`src/akrc_pkg.sv`:
```
package akrc_pkg;

    // Table geometry and field widths.
    localparam int MaxEntriesDefault = 16;
    localparam int KeyW  = 52;
    localparam int TtlW  = 16;
    localparam int WordW = KeyW + TtlW;

    // Register reset values.
    localparam logic [15:0] TimeoutReset   = 16'd120;
    localparam logic [4:0]  MaxCachedReset = 5'd10;

    // Register indexes on the configuration port.
    localparam logic [1:0] CFG_TIMEOUT    = 2'd0;
    localparam logic [1:0] CFG_MAX_CACHED = 2'd1;

    // Function codes of an input word.
    localparam logic [2:0] FUNC_REPORT    = 3'd0;
    localparam logic [2:0] FUNC_TICK      = 3'd1;
    localparam logic [2:0] FUNC_CLEAR_MSK = 3'd2;
    localparam logic [2:0] FUNC_COLLECT   = 3'd3;
    localparam logic [2:0] FUNC_CLEAR_ALL = 3'd4;

    // Status codes of a result word.
    localparam logic [1:0] STAT_INSERTED  = 2'd0;
    localparam logic [1:0] STAT_REFRESHED = 2'd1;
    localparam logic [1:0] STAT_DROPPED   = 2'd2;
    localparam logic [1:0] STAT_OTHER     = 2'd3;

    // Sequencer states.
    typedef enum logic [1:0] {
        ST_IDLE,
        ST_SWEEP,
        ST_FIN
    } t_state;

endpackage

```
`src/akrc_mem.sv`:
```
module akrc_mem #(
    parameter int DEPTH = akrc_pkg::MaxEntriesDefault,
    parameter int WIDTH = akrc_pkg::WordW,
    parameter int AW    = (DEPTH > 1) ? $clog2(DEPTH) : 1
) (
    input  logic             i_clk,
    input  logic             i_we,
    input  logic [AW-1:0]    i_waddr,
    input  logic [WIDTH-1:0] i_wdata,
    input  logic             i_re,
    input  logic [AW-1:0]    i_raddr,
    output logic [WIDTH-1:0] o_rdata
);

    logic [WIDTH-1:0] r_mem [DEPTH];
    logic [WIDTH-1:0] r_rdata;

    // Single write port.
    always_ff @(posedge i_clk) begin
        if (i_we) begin
            r_mem[i_waddr] <= i_wdata;
        end
    end

    // Registered read port.
    always_ff @(posedge i_clk) begin
        if (i_re) begin
            r_rdata <= r_mem[i_raddr];
        end
    end

    assign o_rdata = r_rdata;

endmodule

```
`src/akrc_ctrl.sv`:
```
module akrc_ctrl #(
    parameter int MAX_ENTRIES = akrc_pkg::MaxEntriesDefault,
    parameter int AW = (MAX_ENTRIES > 1) ? $clog2(MAX_ENTRIES) : 1
) (
    input  logic                      i_clk,
    input  logic                      i_rst_n,
    input  logic                      i_start,
    input  logic [2:0]                i_func,
    input  logic [akrc_pkg::KeyW-1:0] i_key,
    input  logic [15:0]               i_timeout,
    input  logic [4:0]                i_max_cached,
    output logic                      o_busy,
    // Memory side
    output logic                      o_we,
    output logic [AW-1:0]             o_waddr,
    output logic [akrc_pkg::WordW-1:0] o_wdata,
    output logic                      o_re,
    output logic [AW-1:0]             o_raddr,
    input  logic [akrc_pkg::WordW-1:0] i_rdata,
    // Result word
    output logic                      o_valid,
    output logic [1:0]                o_status,
    output logic                      o_list_changed,
    output logic [4:0]                o_entry_count,
    output logic                      o_entry_valid,
    output logic [akrc_pkg::KeyW-1:0] o_key,
    output logic                      o_last
);

    localparam int CW   = $clog2(MAX_ENTRIES + 1);
    localparam int CMPW = (CW > 5) ? CW : 5;
    localparam logic [CW-1:0] NEnt = CW'(MAX_ENTRIES);
    localparam int KW = akrc_pkg::KeyW;
    localparam int TW = akrc_pkg::TtlW;

    akrc_pkg::t_state r_state, n_state;
    logic [2:0]             r_func, n_func;
    logic [KW-1:0]          r_key, n_key;
    logic [CW-1:0]          r_idx, n_idx;
    logic                   r_pend, n_pend;
    logic [AW-1:0]          r_slot, n_slot;
    logic [MAX_ENTRIES-1:0] r_vld, n_vld;
    logic [CW-1:0]          r_count, n_count;
    logic                   r_hit, n_hit;
    logic [AW-1:0]          r_hit_slot, n_hit_slot;
    logic                   r_free_found, n_free_found;
    logic [AW-1:0]          r_free_slot, n_free_slot;
    logic                   r_changed, n_changed;
    logic [KW-1:0]          r_prev, n_prev;
    logic                   r_have_prev, n_have_prev;
    logic [KW-1:0]          r_best, n_best;
    logic                   r_best_found, n_best_found;
    logic [CW-1:0]          r_emitted, n_emitted;
    logic                   r_o_valid, n_o_valid;
    logic [1:0]             r_o_status, n_o_status;
    logic                   r_o_changed, n_o_changed;
    logic                   r_o_entry_valid, n_o_entry_valid;
    logic [KW-1:0]          r_o_key, n_o_key;
    logic                   r_o_last, n_o_last;

    logic            accept;
    logic            sweep_done;
    logic            fin_more;
    logic            table_full;
    logic [KW-1:0]   rd_key;
    logic [TW-1:0]   rd_ttl;
    logic [CW-1:0]   emitted_inc;

    assign accept      = i_start && (r_state == akrc_pkg::ST_IDLE);
    assign sweep_done  = (r_idx == NEnt);
    assign rd_key      = i_rdata[akrc_pkg::WordW-1:TW];
    assign rd_ttl      = i_rdata[TW-1:0];
    assign emitted_inc = r_emitted + CW'(1);
    assign fin_more    = (r_func == akrc_pkg::FUNC_COLLECT) && (r_count != '0)
                         && (emitted_inc != r_count);
    assign table_full  = (CMPW'(r_count) >= CMPW'(i_max_cached)) || !r_free_found;

    // Next state.
    always_comb begin
        n_state = r_state;
        case (r_state)
            akrc_pkg::ST_IDLE: begin
                if (accept && (i_func == akrc_pkg::FUNC_REPORT ||
                               i_func == akrc_pkg::FUNC_TICK ||
                               i_func == akrc_pkg::FUNC_CLEAR_MSK ||
                               i_func == akrc_pkg::FUNC_COLLECT)) begin
                    n_state = akrc_pkg::ST_SWEEP;
                end
            end
            akrc_pkg::ST_SWEEP: begin
                if (sweep_done) begin
                    n_state = akrc_pkg::ST_FIN;
                end
            end
            akrc_pkg::ST_FIN: begin
                n_state = fin_more ? akrc_pkg::ST_SWEEP : akrc_pkg::ST_IDLE;
            end
            default: n_state = akrc_pkg::ST_IDLE;
        endcase
    end

    // Datapath and outputs of the sequencer.
    always_comb begin
        n_func          = r_func;
        n_key           = r_key;
        n_idx           = r_idx;
        n_pend          = 1'b0;
        n_slot          = r_slot;
        n_vld           = r_vld;
        n_count         = r_count;
        n_hit           = r_hit;
        n_hit_slot      = r_hit_slot;
        n_free_found    = r_free_found;
        n_free_slot     = r_free_slot;
        n_changed       = r_changed;
        n_prev          = r_prev;
        n_have_prev     = r_have_prev;
        n_best          = r_best;
        n_best_found    = r_best_found;
        n_emitted       = r_emitted;
        n_o_valid       = 1'b0;
        n_o_status      = r_o_status;
        n_o_changed     = r_o_changed;
        n_o_entry_valid = r_o_entry_valid;
        n_o_key         = r_o_key;
        n_o_last        = r_o_last;
        o_we            = 1'b0;
        o_waddr         = r_slot;
        o_wdata         = i_rdata;
        o_re            = 1'b0;
        o_raddr         = r_idx[AW-1:0];

        case (r_state)
            akrc_pkg::ST_IDLE: begin
                if (accept) begin
                    n_func       = i_func;
                    n_key        = i_key;
                    n_idx        = '0;
                    n_hit        = 1'b0;
                    n_free_found = 1'b0;
                    n_changed    = 1'b0;
                    n_have_prev  = 1'b0;
                    n_best_found = 1'b0;
                    n_emitted    = '0;
                    // Clear all and unused codes finish at once.
                    if (i_func == akrc_pkg::FUNC_CLEAR_ALL) begin
                        n_vld   = '0;
                        n_count = '0;
                    end
                    if (i_func != akrc_pkg::FUNC_REPORT && i_func != akrc_pkg::FUNC_TICK &&
                        i_func != akrc_pkg::FUNC_CLEAR_MSK &&
                        i_func != akrc_pkg::FUNC_COLLECT) begin
                        n_o_valid       = 1'b1;
                        n_o_status      = akrc_pkg::STAT_OTHER;
                        n_o_changed     = (i_func == akrc_pkg::FUNC_CLEAR_ALL) &&
                                          (r_count != '0);
                        n_o_entry_valid = 1'b0;
                        n_o_key         = '0;
                        n_o_last        = 1'b1;
                    end
                end
            end
            akrc_pkg::ST_SWEEP: begin
                // Issue one read per cycle over every slot.
                if (!sweep_done) begin
                    o_re   = 1'b1;
                    n_idx  = r_idx + CW'(1);
                    n_pend = 1'b1;
                    n_slot = r_idx[AW-1:0];
                end
            end
            akrc_pkg::ST_FIN: begin
                n_o_valid       = 1'b1;
                n_o_entry_valid = 1'b0;
                n_o_key         = '0;
                n_o_last        = 1'b1;
                n_o_changed     = r_changed;
                n_o_status      = akrc_pkg::STAT_OTHER;
                case (r_func)
                    akrc_pkg::FUNC_REPORT: begin
                        n_o_changed = 1'b0;
                        if (r_hit) begin
                            o_we       = 1'b1;
                            o_waddr    = r_hit_slot;
                            o_wdata    = {r_key, i_timeout};
                            n_o_status = akrc_pkg::STAT_REFRESHED;
                        end else if (table_full) begin
                            n_o_status = akrc_pkg::STAT_DROPPED;
                        end else begin
                            o_we               = 1'b1;
                            o_waddr            = r_free_slot;
                            o_wdata            = {r_key, i_timeout};
                            n_vld[r_free_slot] = 1'b1;
                            n_count            = r_count + CW'(1);
                            n_o_status         = akrc_pkg::STAT_INSERTED;
                            n_o_changed        = 1'b1;
                        end
                    end
                    akrc_pkg::FUNC_COLLECT: begin
                        n_o_changed = 1'b0;
                        if (r_count != '0) begin
                            n_o_entry_valid = 1'b1;
                            n_o_key         = r_best;
                            n_o_last        = !fin_more;
                            n_emitted       = emitted_inc;
                            n_prev          = r_best;
                            n_have_prev     = 1'b1;
                            n_best_found    = 1'b0;
                            n_idx           = '0;
                        end
                    end
                    default: begin
                        n_o_status = akrc_pkg::STAT_OTHER;
                    end
                endcase
            end
            default: begin
                n_pend = 1'b0;
            end
        endcase

        // Work on the slot whose read data has just arrived.
        if (r_pend) begin
            case (r_func)
                akrc_pkg::FUNC_REPORT: begin
                    if (r_vld[r_slot] && rd_key == r_key) begin
                        n_hit      = 1'b1;
                        n_hit_slot = r_slot;
                    end
                    if (!r_vld[r_slot] && !r_free_found) begin
                        n_free_found = 1'b1;
                        n_free_slot  = r_slot;
                    end
                end
                akrc_pkg::FUNC_TICK: begin
                    if (r_vld[r_slot]) begin
                        if (rd_ttl <= TW'(1)) begin
                            n_vld[r_slot] = 1'b0;
                            n_count       = r_count - CW'(1);
                            n_changed     = 1'b1;
                        end else begin
                            o_we    = 1'b1;
                            o_waddr = r_slot;
                            o_wdata = {rd_key, rd_ttl - TW'(1)};
                        end
                    end
                end
                akrc_pkg::FUNC_CLEAR_MSK: begin
                    if (r_vld[r_slot] && ((rd_key[KW-1 -: 8] & r_key[KW-1 -: 8]) != '0)) begin
                        n_vld[r_slot] = 1'b0;
                        n_count       = r_count - CW'(1);
                        n_changed     = 1'b1;
                    end
                end
                akrc_pkg::FUNC_COLLECT: begin
                    // Smallest key above the one last emitted.
                    if (r_vld[r_slot] && (!r_have_prev || rd_key > r_prev) &&
                        (!r_best_found || rd_key < r_best)) begin
                        n_best       = rd_key;
                        n_best_found = 1'b1;
                    end
                end
                default: begin
                    n_best = r_best;
                end
            endcase
        end
    end

    // Control registers.
    always_ff @(posedge i_clk) begin
        if (!i_rst_n) begin
            r_state   <= akrc_pkg::ST_IDLE;
            r_pend    <= 1'b0;
            r_vld     <= '0;
            r_count   <= '0;
            r_o_valid <= 1'b0;
        end else begin
            r_state   <= n_state;
            r_pend    <= n_pend;
            r_vld     <= n_vld;
            r_count   <= n_count;
            r_o_valid <= n_o_valid;
        end
    end

    // Payload and tracking registers.
    always_ff @(posedge i_clk) begin
        r_func          <= n_func;
        r_key           <= n_key;
        r_idx           <= n_idx;
        r_slot          <= n_slot;
        r_hit           <= n_hit;
        r_hit_slot      <= n_hit_slot;
        r_free_found    <= n_free_found;
        r_free_slot     <= n_free_slot;
        r_changed       <= n_changed;
        r_prev          <= n_prev;
        r_have_prev     <= n_have_prev;
        r_best          <= n_best;
        r_best_found    <= n_best_found;
        r_emitted       <= n_emitted;
        r_o_status      <= n_o_status;
        r_o_changed     <= n_o_changed;
        r_o_entry_valid <= n_o_entry_valid;
        r_o_key         <= n_o_key;
        r_o_last        <= n_o_last;
    end

    assign o_busy         = (r_state != akrc_pkg::ST_IDLE);
    assign o_valid        = r_o_valid;
    assign o_status       = r_o_status;
    assign o_list_changed = r_o_changed;
    assign o_entry_count  = 5'(r_count);
    assign o_entry_valid  = r_o_entry_valid;
    assign o_key          = r_o_key;
    assign o_last         = r_o_last;

    // The count register tracks the valid bits.
    a_count_matches: assert property (@(posedge i_clk) disable iff (!i_rst_n)
        $countones(r_vld) == 32'(r_count))
        else $error("entry count disagrees with valid bits");

    // No read is outstanding once the sequencer is idle.
    a_idle_no_pend: assert property (@(posedge i_clk) disable iff (!i_rst_n)
        (r_state == akrc_pkg::ST_IDLE) |-> !r_pend)
        else $error("read data pending while idle");

    // Only collect results carry an entry, always with status other.
    a_entry_status: assert property (@(posedge i_clk) disable iff (!i_rst_n)
        (r_o_valid && r_o_entry_valid) |-> (r_o_status == akrc_pkg::STAT_OTHER))
        else $error("entry word with wrong status");

    // A result that is not the last one leads straight into another sweep.
    a_not_last_continues: assert property (@(posedge i_clk) disable iff (!i_rst_n)
        (r_o_valid && !r_o_last) |-> (r_state == akrc_pkg::ST_SWEEP))
        else $error("unfinished collect stopped");

endmodule

```
`src/aging_keyed_result_cache.sv`:
```
// Aging table of up to MAX_ENTRIES device keys (transport, discriminator,
// vendor, product), each with a lifetime counted in one-second ticks.
// Input: a word is taken at a clock edge where i_start is high and o_busy is
// low. i_func selects report, tick, clear by transport mask, collect or clear
// all. Configuration must be written via i_cfg_we/i_cfg_index/i_cfg_data
// while idle (the block does not check); index 0 = lifetime, 1 = entry limit.
// Output: each result word is shown for one cycle with o_valid high; the
// receiver cannot stall, so every word must be taken as it appears.
// Timing: keys and lifetimes sit in one synchronous RAM swept one slot per
// cycle. Report, tick and mask clear stay busy through one full sweep and a
// finish step, and give their result in the first cycle with busy low.
// Collect makes one full sweep per emitted entry, in ascending key order.
// Clear all and unused codes answer in the next cycle without going busy.
// A new word can be taken while a word with o_last high is shown.
// Reset: the valid bits and count clear at once; lifetime returns to 120 and
// the entry limit to 10. The RAM is not cleared.
module aging_keyed_result_cache #(
    parameter int MAX_ENTRIES = akrc_pkg::MaxEntriesDefault
) (
    input  logic        i_clk,
    input  logic        i_rst_n,
    input  logic        i_start,
    output logic        o_busy,
    input  logic [2:0]  i_func,
    input  logic [7:0]  i_transport,
    input  logic [11:0] i_discriminator,
    input  logic [15:0] i_vendor_id,
    input  logic [15:0] i_product_id,
    input  logic        i_cfg_we,
    input  logic [1:0]  i_cfg_index,
    input  logic [15:0] i_cfg_data,
    output logic        o_valid,
    output logic [1:0]  o_status,
    output logic        o_list_changed,
    output logic [4:0]  o_entry_count,
    output logic        o_entry_valid,
    output logic [7:0]  o_out_transport,
    output logic [11:0] o_out_discriminator,
    output logic [15:0] o_out_vendor_id,
    output logic [15:0] o_out_product_id,
    output logic        o_last
);

    localparam int AW = (MAX_ENTRIES > 1) ? $clog2(MAX_ENTRIES) : 1;

    logic [15:0] r_timeout;
    logic [4:0]  r_max_cached;

    logic                       mem_we;
    logic [AW-1:0]              mem_waddr;
    logic [akrc_pkg::WordW-1:0] mem_wdata;
    logic                       mem_re;
    logic [AW-1:0]              mem_raddr;
    logic [akrc_pkg::WordW-1:0] mem_rdata;
    logic [akrc_pkg::KeyW-1:0]  out_key;

    // Configuration registers.
    always_ff @(posedge i_clk) begin
        if (!i_rst_n) begin
            r_timeout    <= akrc_pkg::TimeoutReset;
            r_max_cached <= akrc_pkg::MaxCachedReset;
        end else if (i_cfg_we) begin
            if (i_cfg_index == akrc_pkg::CFG_TIMEOUT) begin
                r_timeout <= i_cfg_data;
            end else if (i_cfg_index == akrc_pkg::CFG_MAX_CACHED) begin
                r_max_cached <= i_cfg_data[4:0];
            end
        end
    end

    akrc_ctrl #(
        .MAX_ENTRIES (MAX_ENTRIES),
        .AW          (AW)
    ) u_ctrl (
        .i_clk          (i_clk),
        .i_rst_n        (i_rst_n),
        .i_start        (i_start),
        .i_func         (i_func),
        .i_key          ({i_transport, i_discriminator, i_vendor_id, i_product_id}),
        .i_timeout      (r_timeout),
        .i_max_cached   (r_max_cached),
        .o_busy         (o_busy),
        .o_we           (mem_we),
        .o_waddr        (mem_waddr),
        .o_wdata        (mem_wdata),
        .o_re           (mem_re),
        .o_raddr        (mem_raddr),
        .i_rdata        (mem_rdata),
        .o_valid        (o_valid),
        .o_status       (o_status),
        .o_list_changed (o_list_changed),
        .o_entry_count  (o_entry_count),
        .o_entry_valid  (o_entry_valid),
        .o_key          (out_key),
        .o_last         (o_last)
    );

    akrc_mem #(
        .DEPTH (MAX_ENTRIES),
        .WIDTH (akrc_pkg::WordW),
        .AW    (AW)
    ) u_mem (
        .i_clk   (i_clk),
        .i_we    (mem_we),
        .i_waddr (mem_waddr),
        .i_wdata (mem_wdata),
        .i_re    (mem_re),
        .i_raddr (mem_raddr),
        .o_rdata (mem_rdata)
    );

    assign o_out_transport     = out_key[51:44];
    assign o_out_discriminator = out_key[43:32];
    assign o_out_vendor_id     = out_key[31:16];
    assign o_out_product_id    = out_key[15:0];

endmodule

```
`config.mk`:
```
export PLATFORM = sky130hd
export DESIGN_NAME = aging_keyed_result_cache
export DESIGN_NICKNAME = d
export VERILOG_FILES = /design/src/akrc_pkg.sv /design/src/akrc_mem.sv /design/src/akrc_ctrl.sv /design/src/aging_keyed_result_cache.sv
export SDC_FILE = /design/constraint.sdc
export NUM_CORES = 2
export LEC_CHECK = 0
export BUFFER_PORTS_ARGS = -buffer_cell sky130_fd_sc_hd__buf_2
export CORE_ASPECT_RATIO = 0.5
export CORE_MARGIN = 8
export CORE_UTILIZATION = 45
export CTS_CLUSTER_DIAMETER = 120
export DETAILED_ROUTE_END_ITERATION = 16
export SYNTH_ARGS = -nofsm -noshare
export SYNTH_HDL_FRONTEND = slang
export SYNTH_SLANG_ARGS = --single-unit
```
`constraint.sdc`:
```
create_clock -name i_clk -period 10.4 [get_ports i_clk]
set_input_delay 0.52 -clock i_clk [delete_from_list [all_inputs] [get_ports i_clk]]
set_output_delay 0.52 -clock i_clk [all_outputs]
set_load 0.1 [all_outputs]
```
Yosys cells after proc, flatten, opt, wreduce, memory -nomap -nowiden --
Memories as Yosys holds them, arrays and structs flattened. A register that Yosys moved wholly into a read port is not among the register bits. Index checks and enable logic that the tools add are counted.
Storage, ports and cells: bits of input ports 77, RAM bits 1088, flip-flop bits (word level) 289, memories 1, output and inout bits 64
Memories:
- u_mem.r_mem | depth 16, bits a word 68, rd ports 1, clocked after memory_dff 1, write ports 1, RTL line akrc_mem.sv:15 | logic [WIDTH-1:0] r_mem [DEPTH];
Operators by class: add/sub/neg operators 5, magnitude comparators 8, equality and inequality tests 23, reduce and logical (&&, ||, !) cells 48, mux-type cells 125, bitwise gates (word level) 6
Operators with widths (count):
- two-way mux 68 bit | 8
- two-way mux 52 bit | 4
- two-way mux 16 bit | 9
- case mux 52 bit (2 select lines) | 1
- two-way mux 5 bit | 15
- case mux 16 bit (2 select lines) | 2
- two-way mux 1 bit | 54
- equality test 52 bit | 1
- > comparator 52 bit | 1
- less-than comparator 52 bit | 1
- two-way mux 4 bit | 8
- case mux 5 bit (2 select lines) | 3
- AND reduction 3 bit | 6
- AND 16 bit | 1
- <= comparator 16 x 1 -> 1 bit (second input constant) | 1
- NOT 16 bit | 1
- bitwise OR 16 bit | 1
- case mux 1 bit (2 select lines) | 8
- subtractor 16 x 1 -> 16 bit (second input constant) | 1
- adder 5 x 1 -> 5 bit (second input constant) | 3
- logical AND 1 bit | 15
- case mux 5 bit (3 select lines) | 1
- two-way mux 2 bit | 7
- equality test 3 x 2 -> 1 bit (second input constant) | 4
- other kinds (31) | 59

Depth between registers and ports, before layout --
word-level depth 14, gate-level depth with buffers 12, mapped depth without buffers 10

Modules after synthesis --
A second synthesis with hierarchy kept.
Second synthesis, totals: cells, all modules 3113, area total of the unflattened synthesis 57635.3 µm²
By module, submodules not included:
- akrc_mem | times used 1, cells an instance 1750, sequential area each 34713.3 µm², area an instance 42660.9 µm²
- akrc_ctrl | times used 1, cells an instance 1273, sequential area each 7757.4 µm², area an instance 14092.3 µm²
- aging_keyed_result_cache | times used 1, cells an instance 90, sequential area each 420.4 µm², area an instance 882.1 µm²

Worst setup path after synthesis --
OpenSTA, ideal clock, no wires.
kind flip-flop to flip-flop, start reg u_ctrl.r_count[0], in the netlist u_ctrl.o_entry_count[0], end mem u_mem.r_mem[10][0] in the netlist's numbering, enable pin, arrival 9.310 ns, cell stages (with the launch flop) 10, buffers on the path 0, required time 9.736 ns, path slack 0.426 ns, cell sequence dfxtp_1 > inv_1 > ha_1 > nand2b_1 > a21o_1 > a21oi_1 > o211ai_1 > o32ai_1 > o22ai_1 > nor4_1
On the way: cells in the longest elaborated chain, start to end 12
RTL lines:
- start, declared | RTL line akrc_ctrl.sv:43 | logic [CW-1:0] r_count, n_count;
- start signal, assigned | RTL line akrc_ctrl.sv:282 | r_count <= n_count;
- greater-or-equal comparator 5 bit * | RTL line akrc_ctrl.sv:76 | assign table_full = (CMPW'(r_count) >= CMPW'(i_max_cached)) || !r_free_found;
- logical OR 1 bit * | RTL line akrc_ctrl.sv:76
- two-way mux 1 bit | RTL line akrc_ctrl.sv:187 | end else if (table_full) begin
- two-way mux 1 bit | RTL line akrc_ctrl.sv:182 | if (r_hit) begin
- two-way mux 1 bit | RTL line akrc_ctrl.sv:179 | case (r_func)
- two-way mux 1 bit | RTL line akrc_ctrl.sv:133 | case (r_state)
- two-way mux 1 bit | RTL line akrc_ctrl.sv:237 | if (rd_ttl <= TW'(1)) begin
- two-way mux 1 bit | RTL line akrc_ctrl.sv:236 | if (r_vld[r_slot]) begin
- two-way mux 1 bit | RTL line akrc_ctrl.sv:224 | case (r_func)
- two-way mux 1 bit | RTL line akrc_ctrl.sv:223 | if (r_pend) begin
- two-way mux 1 bit | RTL line akrc_mem.sv:20 | if (i_we) begin
- two-way mux 1 bit (implied by the code) | RTL line akrc_mem.sv:21 | r_mem[i_waddr] <= i_wdata;
- end, declared | RTL line akrc_mem.sv:15
Mark *: on every way between the ends. The rest lies on a longest branch, timed or not.

Worst setup path after layout --
start reg u_ctrl.r_count[0], in the netlist u_ctrl.o_entry_count[0], end mem u_mem.r_mem[2][29] in the netlist's numbering, enable pin
The elaborated chain is that of the path after synthesis.

==> flow_metrics.tcl <==
set metrics [dict create \
    synth_top_area_share_pct 73.06 \
    critical_path_arrival_ps 5730 \
    dp_cells 4738 \
    place_worst_setup_slack_ps 5061 \
    drt_iter0_drc 3210 \
    power.share.clock_pct 39.7 \
    worst_clock_skew_ps 31.93 \
    max_freq_mhz 186.4 \
    syn_area_sq_mm 0.05733 \
    cts_root_buf "clkbuf_16" \
    initial_core_util_pct 45.44 \
    worstRegToRegCells 11 \
    r2r_slack_ps 5040 \
    dieArea_sq_mm 0.1398 \
    p_leak_nw 21.69 \
    setup_tns_ps 0 \
    seqCellArea_sq_mm 0.04289 \
    num_vias 29100 \
    crit_path_start_kind "flip-flop" \
    route.detailed.drc 0 \
    grt_first_pass_wirelength_mm 204.2 \
    gp_congestion 0.8299 \
    worstHoldPathType "in -> reg" \
    ys_ff_latch 1445 \
    clockBufferDepth 3 \
    cts_tree "built" \
    finalSetupViolations 0 \
    synthArstFlopShare_pct 0 \
    endpoint_kind "flip-flop" \
    multi_input_area_sq_mm 0.01363 \
    synth_compound_area_share_pct 2.503 \
    r2r-end "u_mem.r_mem[2][29]$_DFFE_PP_" \
    drt-pass1-iter-count 5 \
    clock_sinks 1445 \
    min_period_ps 5365 \
    grt_pass1_vias 29420 \
    hold_depth 3 \
    drive_gt1_share_pct 24.09 \
    rsz0062_at_grt "false" \
    ir_worst_vdd_uv 142.2 \
    cp_data_required_time_ps 10770 \
    synthSimpleGateAreaFrac_pct 3.941 \
    yosysWarnings 0 \
    worst_pin_slew_ps 1195 \
    synth_cells 2928 \
    die_y_microns 268.4 \
    clk_pin_slew_ps 70 \
    drv_cap 0 \
    fin_cells 5047 \
    core_sq_mm 0.1262 \
    reg2reg_from "u_ctrl.o_entry_count[0]$_SDFF_PN0_" \
    yosysTopAreaCell "edfxtp_1" \
    power.share.sequential_pct 53.3 \
    hp-start "i_cfg_data[3]" \
    fin_crit_sh_pct 51.58 \
    synth_cell_types 68 \
    cts_resized 0 \
    p_comb_share_pct 7.0 \
    max_slew_margin_pct 19.95 \
    htreeDepth 4 \
    synth_xor_area_share_pct 0.8249 \
    place.port_buffers 140 \
    power.density_mw_per_mm2 187.5 \
    path_class "reg -> reg" \
    internal-power_mw 9.549 \
    track_usage_pct 20.07 \
    seq_area_frac_synth_pct 74.81 \
    synth_edf_count 1395 \
    die_w_microns 520.8 \
    drt-total-wl_mm 140.7 \
    nets 3448 \
    fin_ws_ps 5035 \
    cts_setup_buffers 0 \
    synth_fa_ha_area_share_pct 2.684 \
    min_to "r_timeout[3]$_SDFFE_PN1P_" \
    clk_latency_ps 760 \
    avgViaCountPerCell 5.765 \
    outcome "completed" \
    overflow 0 \
    syn_nets 3128 \
    ys_top_cells_by_area "edfxtp_1, mux4_2, ha_1" \
    antenna_found_initial 6 \
    rows 92 \
    grt_max_degree 133 \
    swShare_pct 22.26 \
    synth_top_family_by_area "multiplexers" \
    critPathMaxFanout 36 \
    syn_area_per_cell_sq_um 19.58 \
    ys.flop_type "edfxtp_1" \
    cts_made_buffers 134 \
    io_pins 141 \
    synth_mux_area_share_pct 13.60 \
    slew_viol_final 0 \
    syn_to_final_growth_pct 14.25 \
    fillers 9972 \
    ctsHoldBuffers 66 \
    power.switching_mw 2.735 \
    dp_hpwl_mm 82.88 \
    ant_nets 0 \
    routedWlPerCell_microns 27.88 \
    hold_violations 0 \
]
-- layout make-up --
| type | instances | share of cell area, % |
|---|---|---|
| Clock inverter | 72 | 0.9780 |
| Multi-Input combinational cell | 1236 | 20.81 |
| Antenna cell | 1 | 0.003820 |
| Tap cell | 1692 | 3.232 |
| Inverter | 133 | 0.7621 |
| Clock buffer | 170 | 5.566 |
| Timing Repair Buffer | 298 | 3.171 |
| Sequential cell | 1445 | 65.48 |
-- state kept, by name, summed over array words and instances (netlist names), 2 cells and up --
register / flops
u_ctrl.o_entry_count: 5
u_mem.r_mem: 1088
u_ctrl.r_hit_slot: 4
r_timeout: 16
u_ctrl.r_idx: 5
u_ctrl.o_key: 52
u_ctrl.r_free_slot: 4
u_ctrl.r_state: 2
r_max_cached: 5
u_ctrl.r_best: 52
u_ctrl.r_vld: 16
u_ctrl.r_func: 3
u_ctrl.o_status: 2
u_ctrl.r_slot: 4
u_ctrl.r_key: 52
u_mem.o_rdata: 68
u_ctrl.r_prev: 52
u_ctrl.r_emitted: 5
-- stage by stage --
| step | power (mW) | utilization [%] | cell area [sq um] | hold WS [ps] |
|---|---|---|---|---|
| global route | 12.68 | 51.92 | 65500 | 63.84 |
| floorplan | 7.221 | - | 57330 | 418.2 |
| CTS | 12.41 | 51.92 | 65500 | 6.336 |
| finish | 12.28 | 51.92 | 65510 | 83.07 |
| detailed placement | 7.521 | 48.00 | 60560 | 433.8 |
| global placement | 7.509 | 48.00 | 60560 | 427.8 |
-- cells by family (layout without fill, tap and decap cells) --
logic type      after synthesis  after routing
simple gates                498            498
flops                      1445           1445
xor+xnor                     54             54
fa+ha+maj                   123            123
other cells                   0              1
compound gates              213            213
mux                         348            348
buf+inv                     247            673
-- routing by layer --
metal | wire length [microns] | track usage (%) | vias to the layer above
li1 | - | - | 12490
met1 | 61920 | 29.32 | 15330
met2 | 63850 | 30.52 | 1101
met3 | 12460 | 4.989 | 169
met4 | 2420 | 5.026 | 6
met5 | 37 | 0 | -
-- synthesized netlist by cell type, drive strengths merged (5+ instances only) --
| library cell | count |
|---|---|
| nand3 | 26 |
| and2 | 6 |
| a311oi | 10 |
| o21ai | 29 |
| a31oi | 11 |
| ha | 123 |
| buf | 34 |
| nor4 | 24 |
| a21o | 9 |
| dfxtp | 50 |
| nor3 | 23 |
| xor2 | 18 |
| or3 | 5 |
| edfxtp | 1395 |
| nand4 | 26 |
| o21a | 6 |
| mux4 | 345 |
| or4 | 6 |
| nand2b | 9 |
| a211oi | 23 |
| a21oi | 69 |
| and3 | 9 |
| nor3b | 5 |
| inv | 133 |
| nand2 | 233 |
| nor2b | 10 |
| a221oi | 8 |
| xnor2 | 36 |
| clkbuf | 80 |
| nor2 | 106 |
-- layout by cell type (no fill, tap or decap), types with 69 or more instances in the layout --
cell type,count
inv_1,130
a21oi_1,69
buf_4,90
nor2_1,102
ha_1,123
edfxtp_1,1395
clkbuf_16,140
buf_2,140
mux4_2,345
nand2_1,233
-- worst max path at each step --
stage	start	to	slack, ps
finish	u_ctrl.o_entry_count[0]$_SDFF_PN0_	u_mem.r_mem[2][29]$_DFFE_PP_	5040
global route	u_ctrl.o_entry_count[0]$_SDFF_PN0_	u_mem.r_mem[10][26]$_DFFE_PP_	4740
CTS	u_ctrl.o_entry_count[0]$_SDFF_PN0_	u_mem.r_mem[2][28]$_DFFE_PP_	5020
detailed placement	u_ctrl.o_entry_count[0]$_SDFF_PN0_	u_mem.r_mem[2][35]$_DFFE_PP_	5060
global placement	u_ctrl.o_entry_count[0]$_SDFF_PN0_	u_mem.r_mem[2][41]$_DFFE_PP_	5180
floorplan	u_ctrl.o_entry_count[0]$_SDFF_PN0_	u_mem.r_mem[10][0]$_DFFE_PP_	430
-- critical path, stage by stage, from the launching register on --
cell and delay, ps:
dfxtp_1 490, inv_1 120, ha_1 300, nand2b_1 150, a21o_1 170, a21oi_1 330
o21a_1 290, o21a_2 800, o22ai_1 560, nor4_2 360, buf_4 600, buf_4 770
-- power groups by stage --
stage / Clock [mW] / Sequential, mW / Combinational [mW]
after global routing: 5.21 / 6.54 / 0.928
after detailed placement: 0 / 6.67 / 0.854
after floorplan: 0 / 6.69 / 0.532
after CTS: 4.99 / 6.54 / 0.876
after global placement: 0 / 6.67 / 0.842
final: 4.88 / 6.54 / 0.865
No activity file was read; power rests on OpenSTA's default activity.
